## config.mk

```make
export PLATFORM = sky130hd
export DESIGN_NAME = brs_ctrl
export DESIGN_NICKNAME = d
export VERILOG_FILES = /design/src/design/brs_pkg.sv /design/src/design/brs_ctrl.sv
export SDC_FILE = /design/constraint.sdc
export NUM_CORES = 1
export LEC_CHECK = 0
export ABC_CLOCK_PERIOD_IN_PS = 1500
export BUFFER_PORTS_ARGS = -buffer_cell sky130_fd_sc_hd__clkbuf_2
export CORE_UTILIZATION = 43
export CTS_BUF_LIST = sky130_fd_sc_hd__clkbuf_8
export DETAILED_ROUTE_END_ITERATION = 12
export GPL_TIMING_DRIVEN = 0
export PLACE_DENSITY = 0.78
export SYNTH_ARGS = -nofsm -noshare
export SYNTH_HDL_FRONTEND = slang
export SYNTH_SLANG_ARGS = --single-unit
```

## constraint.sdc

```tcl
create_clock -name clk -period 1.5 [get_ports clk]
set_input_delay 0.225 -clock clk [delete_from_list [all_inputs] [get_ports clk]]
set_output_delay 0.225 -clock clk [all_outputs]
set_load 0.005 [all_outputs]
```

## src/design/brs_pkg.sv

```systemverilog
package brs_pkg;

	// Table size default
	localparam int TABLE_DEPTH_DEF = 1024;

	// Field widths
	localparam int IDENT_W  = 10;
	localparam int SCORE_W  = 32;
	localparam int MARKER_W = 16;
	localparam int TOL_W    = 16;

	// Item modes
	localparam logic [1:0] MODE_RECORD = 2'd0;
	localparam logic [1:0] MODE_SELECT = 2'd1;
	localparam logic [1:0] MODE_CLEAR  = 2'd2;

	localparam logic [TOL_W-1:0] TOL_RESET = 16'd1024;

	// Shared divider geometry
	localparam int DVD_W  = 40;
	localparam int DVS_W  = 16;
	localparam int DCNT_W = 6;

	// Weight arithmetic widths
	localparam int KV_W   = 38;	// biased ratio in Q.32, always non-negative
	localparam int QK_W   = 6;	// biased exponent k + 24
	localparam int G_W    = 32;	// fractional remainder g, Q.32
	localparam int TERM_W = 33;
	localparam int SUM_W  = 34;
	localparam int W_W    = 49;	// weight, unsigned Q25.24
	localparam int STEP_W = 5;

	// ln 2 in Q.32 and 24 * ln 2 used to bias the ratio positive
	localparam logic [G_W-1:0]  LN2_Q32 = 32'd2977044472;
	localparam logic [KV_W:0]   LN2_X24 = 39'd71449067328;
	localparam logic [QK_W-1:0] K_BIAS  = 6'd32;	// shift = k - 8 = qk - 32

	// Ratio clamp limits, magnitude form
	localparam logic [DVD_W-1:0] RATIO_POS_MAX = 40'd1048575;
	localparam logic [DVD_W-1:0] RATIO_NEG_MAX = 40'd1048576;
	localparam logic [20:0]      RATIO_NEG_MIN = 21'h100000;

	// Step counter marks
	localparam logic [STEP_W-1:0] K_FIRST    = 5'd5;
	localparam logic [STEP_W-1:0] TERM_FIRST = 5'd1;
	localparam logic [STEP_W-1:0] TERM_LAST  = 5'd14;
	localparam logic [STEP_W-1:0] THR_LAST   = 5'd15;

	// Controller to datapath commands
	typedef struct packed {
		logic load_in;
		logic idx_clr;
		logic idx_inc;
		logic sel_init;
		logic rec_update;
		logic rec_append;
		logic fill_clr;
		logic div_ratio;
		logic ratio_take;
		logic k_step;
		logic mul;
		logic div_term;
		logic term_take;
		logic shift;
		logic acc_total;
		logic acc_run;
		logic sel_take;
		logic thr_init;
		logic thr_step;
		logic pass1_init;
		logic out_load;
	} brs_cmd_t;

	// Datapath to controller status
	typedef struct packed {
		logic [1:0] mode;
		logic       idx_end;
		logic       ident_hit;
		logic       div_done;
		logic       k_last;
		logic       term_last;
		logic       thr_last;
		logic       run_hit;
	} brs_sts_t;

endpackage

```

## src/design/brs_ctrl.sv

```systemverilog
module brs_ctrl (
	input  logic                clk,
	input  logic                arst_n,
	input  logic                in_valid,
	output logic                in_ready,
	output logic                out_valid,
	input  logic                out_ready,
	input  brs_pkg::brs_sts_t   sts,
	output brs_pkg::brs_cmd_t   cmd
);
	import brs_pkg::*;

	localparam logic [3:0] S_IDLE      = 4'd0;
	localparam logic [3:0] S_DISP      = 4'd1;
	localparam logic [3:0] S_REC_RD    = 4'd2;
	localparam logic [3:0] S_REC_CMP   = 4'd3;
	localparam logic [3:0] S_REC_APP   = 4'd4;
	localparam logic [3:0] S_SEL_RD    = 4'd5;
	localparam logic [3:0] S_SEL_RDW   = 4'd6;
	localparam logic [3:0] S_SEL_DIVR  = 4'd7;
	localparam logic [3:0] S_SEL_K     = 4'd8;
	localparam logic [3:0] S_SEL_MUL   = 4'd9;
	localparam logic [3:0] S_SEL_DIVS  = 4'd10;
	localparam logic [3:0] S_SEL_DIVT  = 4'd11;
	localparam logic [3:0] S_SEL_SHIFT = 4'd12;
	localparam logic [3:0] S_SEL_ACC   = 4'd13;
	localparam logic [3:0] S_THR       = 4'd14;
	localparam logic [3:0] S_FIN       = 4'd15;

	logic [3:0] state_q;
	logic [3:0] state_nx;
	logic       pass_q;
	logic       pass_nx;
	logic       out_valid_q;

	assign in_ready  = state_q == S_IDLE;
	assign out_valid = out_valid_q;

	// Next state and commands
	always_comb begin
		cmd      = '0;
		state_nx = state_q;
		pass_nx  = pass_q;
		unique case (state_q)
			S_IDLE: begin
				if (in_valid) begin
					cmd.load_in = 1'b1;
					state_nx    = S_DISP;
				end
			end
			S_DISP: begin
				unique case (sts.mode)
					MODE_RECORD: begin
						cmd.idx_clr = 1'b1;
						state_nx    = S_REC_RD;
					end
					MODE_SELECT: begin
						cmd.idx_clr  = 1'b1;
						cmd.sel_init = 1'b1;
						pass_nx      = 1'b0;
						state_nx     = S_SEL_RD;
					end
					MODE_CLEAR: begin
						cmd.fill_clr = 1'b1;
						state_nx     = S_FIN;
					end
					default: state_nx = S_FIN;
				endcase
			end
			// Record: linear search, then append if absent
			S_REC_RD: state_nx = sts.idx_end ? S_REC_APP : S_REC_CMP;
			S_REC_CMP: begin
				if (sts.ident_hit) begin
					cmd.rec_update = 1'b1;
					state_nx       = S_FIN;
				end else begin
					cmd.idx_inc = 1'b1;
					state_nx    = S_REC_RD;
				end
			end
			S_REC_APP: begin
				cmd.rec_append = 1'b1;
				state_nx       = S_FIN;
			end
			// Select: total pass, threshold, then search pass
			S_SEL_RD: begin
				if (sts.idx_end) begin
					if (!pass_q) begin
						cmd.thr_init = 1'b1;
						state_nx     = S_THR;
					end else begin
						state_nx = S_FIN;
					end
				end else begin
					state_nx = S_SEL_RDW;
				end
			end
			S_SEL_RDW: begin
				cmd.div_ratio = 1'b1;
				state_nx      = S_SEL_DIVR;
			end
			S_SEL_DIVR: begin
				if (sts.div_done) begin
					cmd.ratio_take = 1'b1;
					state_nx       = S_SEL_K;
				end
			end
			S_SEL_K: begin
				cmd.k_step = 1'b1;
				if (sts.k_last) begin
					state_nx = S_SEL_MUL;
				end
			end
			S_SEL_MUL: begin
				cmd.mul  = 1'b1;
				state_nx = S_SEL_DIVS;
			end
			S_SEL_DIVS: begin
				cmd.div_term = 1'b1;
				state_nx     = S_SEL_DIVT;
			end
			S_SEL_DIVT: begin
				if (sts.div_done) begin
					cmd.term_take = 1'b1;
					state_nx      = sts.term_last ? S_SEL_SHIFT : S_SEL_MUL;
				end
			end
			S_SEL_SHIFT: begin
				cmd.shift = 1'b1;
				state_nx  = S_SEL_ACC;
			end
			S_SEL_ACC: begin
				if (!pass_q) begin
					cmd.acc_total = 1'b1;
					cmd.idx_inc   = 1'b1;
					state_nx      = S_SEL_RD;
				end else if (sts.run_hit) begin
					cmd.sel_take = 1'b1;
					state_nx     = S_FIN;
				end else begin
					cmd.acc_run = 1'b1;
					cmd.idx_inc = 1'b1;
					state_nx    = S_SEL_RD;
				end
			end
			S_THR: begin
				cmd.thr_step = 1'b1;
				if (sts.thr_last) begin
					cmd.pass1_init = 1'b1;
					pass_nx        = 1'b1;
					state_nx       = S_SEL_RD;
				end
			end
			S_FIN: begin
				if (!out_valid_q || out_ready) begin
					cmd.out_load = 1'b1;
					state_nx     = S_IDLE;
				end
			end
			default: state_nx = S_IDLE;
		endcase
	end

	always_ff @(posedge clk or negedge arst_n) begin
		if (!arst_n) begin
			state_q     <= S_IDLE;
			pass_q      <= 1'b0;
			out_valid_q <= 1'b0;
		end else begin
			state_q <= state_nx;
			pass_q  <= pass_nx;
			if (cmd.out_load) begin
				out_valid_q <= 1'b1;
			end else if (out_ready) begin
				out_valid_q <= 1'b0;
			end
		end
	end

endmodule

```

==> impl_results.md <==
* CP max stage delay at 480 ps
* Final Power at 3189 uW
* Port Buffer Count at 35
* Net Sw Frac at between 40% and 50%
* Starting Density at 48.17%
* Crit path time final at about 1700 ps
* Pleak at 0.0006688 uW
* Iteration-0 DRC count of the detailed router at 63
* Post-synthesis sequential area ratio at between 10% and 20%
* Hold Path Sink: out_valid
* Worst Clk Skew at approximately 2.6 ps
* Yosys reg bits at 6
* Gpl congestion at 0.9662
* Antenna-violating nets left at 0
* Hold Path Depth at 3
* Number of global-route vias before repair at 949
* I/O pin count at 36
* Synth Flop Type: dfrtp_1
* Die Area at 1938 sq um
* Unrepaired setup endpoints after global routing: true
* Async SR Flop Fraction at 100.0%
* Syn nets at 111
* Vias/cell at 6.541
* Layout cell share with drive strength beyond 1 at 67.31%
* Cell Chain, Critical Path: clkbuf_8 -> nor4_4 -> and2_1 -> clkbuf_2
* Reg-to-reg critical path endpoint: state_q[3]
* Worst slew pin tran at approximately 400 ps
* Gr usage total at 31.46%
* Initial antenna violation count at 0
* Final Hold Viols at 0
* Internal Power at between 1500 and 2000 uW
* DR vias at 1125
* First-pass GRT wire length at 4547 um
* Drt wl/cell at 22.22 um
* Hold Path Origin: out_ready
* Cell Area, Synth at 759.5 sq um
* Worst setup path class: reg -> out
* Commonest non-fill, non-tap cell in the layout: clkbuf_2
* Max-capacitance violation count at 0
* DRC violations left at 4
* Diode count at 0
* Clock buffer count from CTS at 3
* Sw Pwr at 1529 uW
* R2R setup slack at -160 ps
* Critical path's slowest cell: dfrtp_2
* H-tree lvl count at 1
* Status: finished, violations left
* Register share of total power at 11.4%
* Most frequent cells in the layout: clkbuf_2, buf_4, buf_6
* Crit start category: flip-flop
* Placement Rows at 14
* Pre-CTS WS at -110.2 ps
* Post-synth EDFFs at 0
* CTS max path bufs at 2
* Fin crit share at 111.3%
* Clock Sinks at 6
* Post-Route WL at approximately 3800 um
* Filler Cells Inserted at 69
* Yosys cell types at 42
* Hpwl dp at between 1500 and 2000 um
* CP top delay family: flip-flops
* Syn. warnings at 0
* Worst-Skew Late Latency at roughly 220 ps
* Final layout net count at 171
* Largest net degree at the start of global routing at 11
* Slew Limit Fails at 0
* Final setup fails at 24
* Slew HR at 73.08%
* Worst-path fanout max at 10
* Crit path buf inv count at 2
* Setup WS post-layout at -170.1 ps
* Util after Layout at 88.73%
* Post-Place Cells at 149
* Chip width at roughly 44 um
* R2R cell count at 6
* Area after DPL at around 950 sq um
* Worst r2r src: state_q[2]
* Worst Path Arrival at 1450 ps
* Worst Hold Class: in -> reg
* Worst Path Required at 1270 ps
* Clock Power Share at 7.7%
* Area growth, synth to finish at 84.18%
* Core footprint at 1577 sq um
* Pwr Density at around 2300 nW/um^2
* Post-route cell area at 1399 sq um
* Syn avg cell area at 7.750 sq um
* Final non-filler cell total at about 170
* Comb power frac at 80.9%
* CTS tree: done
* Synth Instances at roughly 100
* Critical Path End Type: primary output
* Grt ovf at 0
* Die height at approximately 44 um
* VDD IR-drop max at 1.485 mV
* DRT Pass-1 Iters at 9
* Worst-path clk slew at 40 ps
* Max Clk Rate at between 0.5 and 0.6 GHz
* Violated checks: DRC, setup timing
* Root Driver: clkbuf_8
flip-flops by register name (all words and copies together), names as in the netlist:
name,flops
out_valid,1
pass_q,1
state_q,4
Yosys cell counts (2+ instances only):
master     instances  area share, %
buf_4              2            2.0
and2_1             5            4.1
o31a_1             2            2.3
nor3_1             7            4.6
nor2b_1            4            3.3
o21ai_1            2            1.3
nand4_1            2            1.6
buf_2              3            2.0
nand3_1            2            1.3
dfrtp_1            6             20
buf_6              2            3.0
nor2_1             9            4.4
o2111ai_1          2            2.3
mux2_4             2            4.0
o22ai_1            2            1.6
and3_1             2            1.6
inv_1              5            2.5
nand2b_1           3            2.5
o21ai_0            2            1.3
nand2b_2           2            2.3
nor4_1             2            1.6
nand2_1            6            3.0
o21bai_1           2            2.0
a21oi_1            4            2.6
worst reg2reg max path: cells and delay by family (launching register included):
kind                   cells  cell delay (ps)
multiplexers               1              310
AO/OA/AOI/OAI              2              370
flip-flops                 1              360
AND/OR/NAND/NOR            1              220
buffers and inverters      2              280
worst max-delay path by stage:
stage | endpoint | from | cells past startpoint | slack [ps]
after detailed placement | cmd[20] | state_q[1] | 5 | -110
after global placement | cmd[20] | state_q[1] | 5 | -90
final | cmd[20] | state_q[0] | 4 | -170
after global routing | state_q[3] | state_q[2] | 6 | -200
after floorplan | cmd[20] | state_q[1] | 4 | 20
after CTS | cmd[20] | state_q[3] | 5 | -110
metrics by stage:
stage / TNS, ps / hold WS [ps]
detailed placement: -295.3 / 55.77
floorplan: 0 / -70.59
global route: -2877 / 382.2
CTS: -647.5 / 332.6
finish: -2027 / 358.2
global placement: -268.6 / 51.15
kinds of logic (layout without fill, tap and decap cells):
| kind of cell | count (synthesis) | in the layout | synth area share, % |
|---|---|---|---|
| AOI/OAI and AO/OA | 25 | 25 | 26.36 |
| buffers and inverters | 13 | 71 | 9.883 |
| DFF | 6 | 6 | 19.77 |
| muxes | 2 | 2 | 3.954 |
| and+or+nand+nor | 52 | 52 | 40.03 |
cell type report:
type	instances	area, sq um	area share, %
Buffer	8	92.59	6.619
Tap cell	16	20.02	1.431
Sequential cell	6	151.4	10.82
Timing Repair Buffer	55	371.6	26.57
Clock buffer	3	41.29	2.952
Inverter	5	18.77	1.342
Multi-Input combinational cell	79	703.2	50.27
repair_timing:
action                                  4_1_cts  5_1_grt
pin swaps                                     7       14
hold buffers                                  1        0
gates cloned                                  1        0
setup buffers                                10        8
endpoints found under the hold margin         6        0
endpoints found under the setup margin       22       24
resized for setup                            33       36
routing by layer:
| layer | wire (um) | part of all wire (%) | GRT usage [%] |
|---|---|---|---|
| met1 | 1379 | 36 | 38.62 |
| met2 | 1897 | 50 | 58.82 |
| met3 | 362 | 9.5 | 3.265 |
| met5 | 0 | 0 | 0 |
| met4 | 182 | 4.8 | 6.667 |
power by group through the flow:
| stage | registers, uW | logic (uW) | clock network [uW] |
|---|---|---|---|
| floorplan | 305 | 1120 | 0 |
| global placement | 325 | 1460 | 0 |
| detailed placement | 330 | 1470 | 0 |
| CTS | 335 | 2060 | 240 |
| global route | 369 | 2690 | 248 |
| finish | 364 | 2580 | 245 |
No activity file was read; power rests on OpenSTA's default activity.
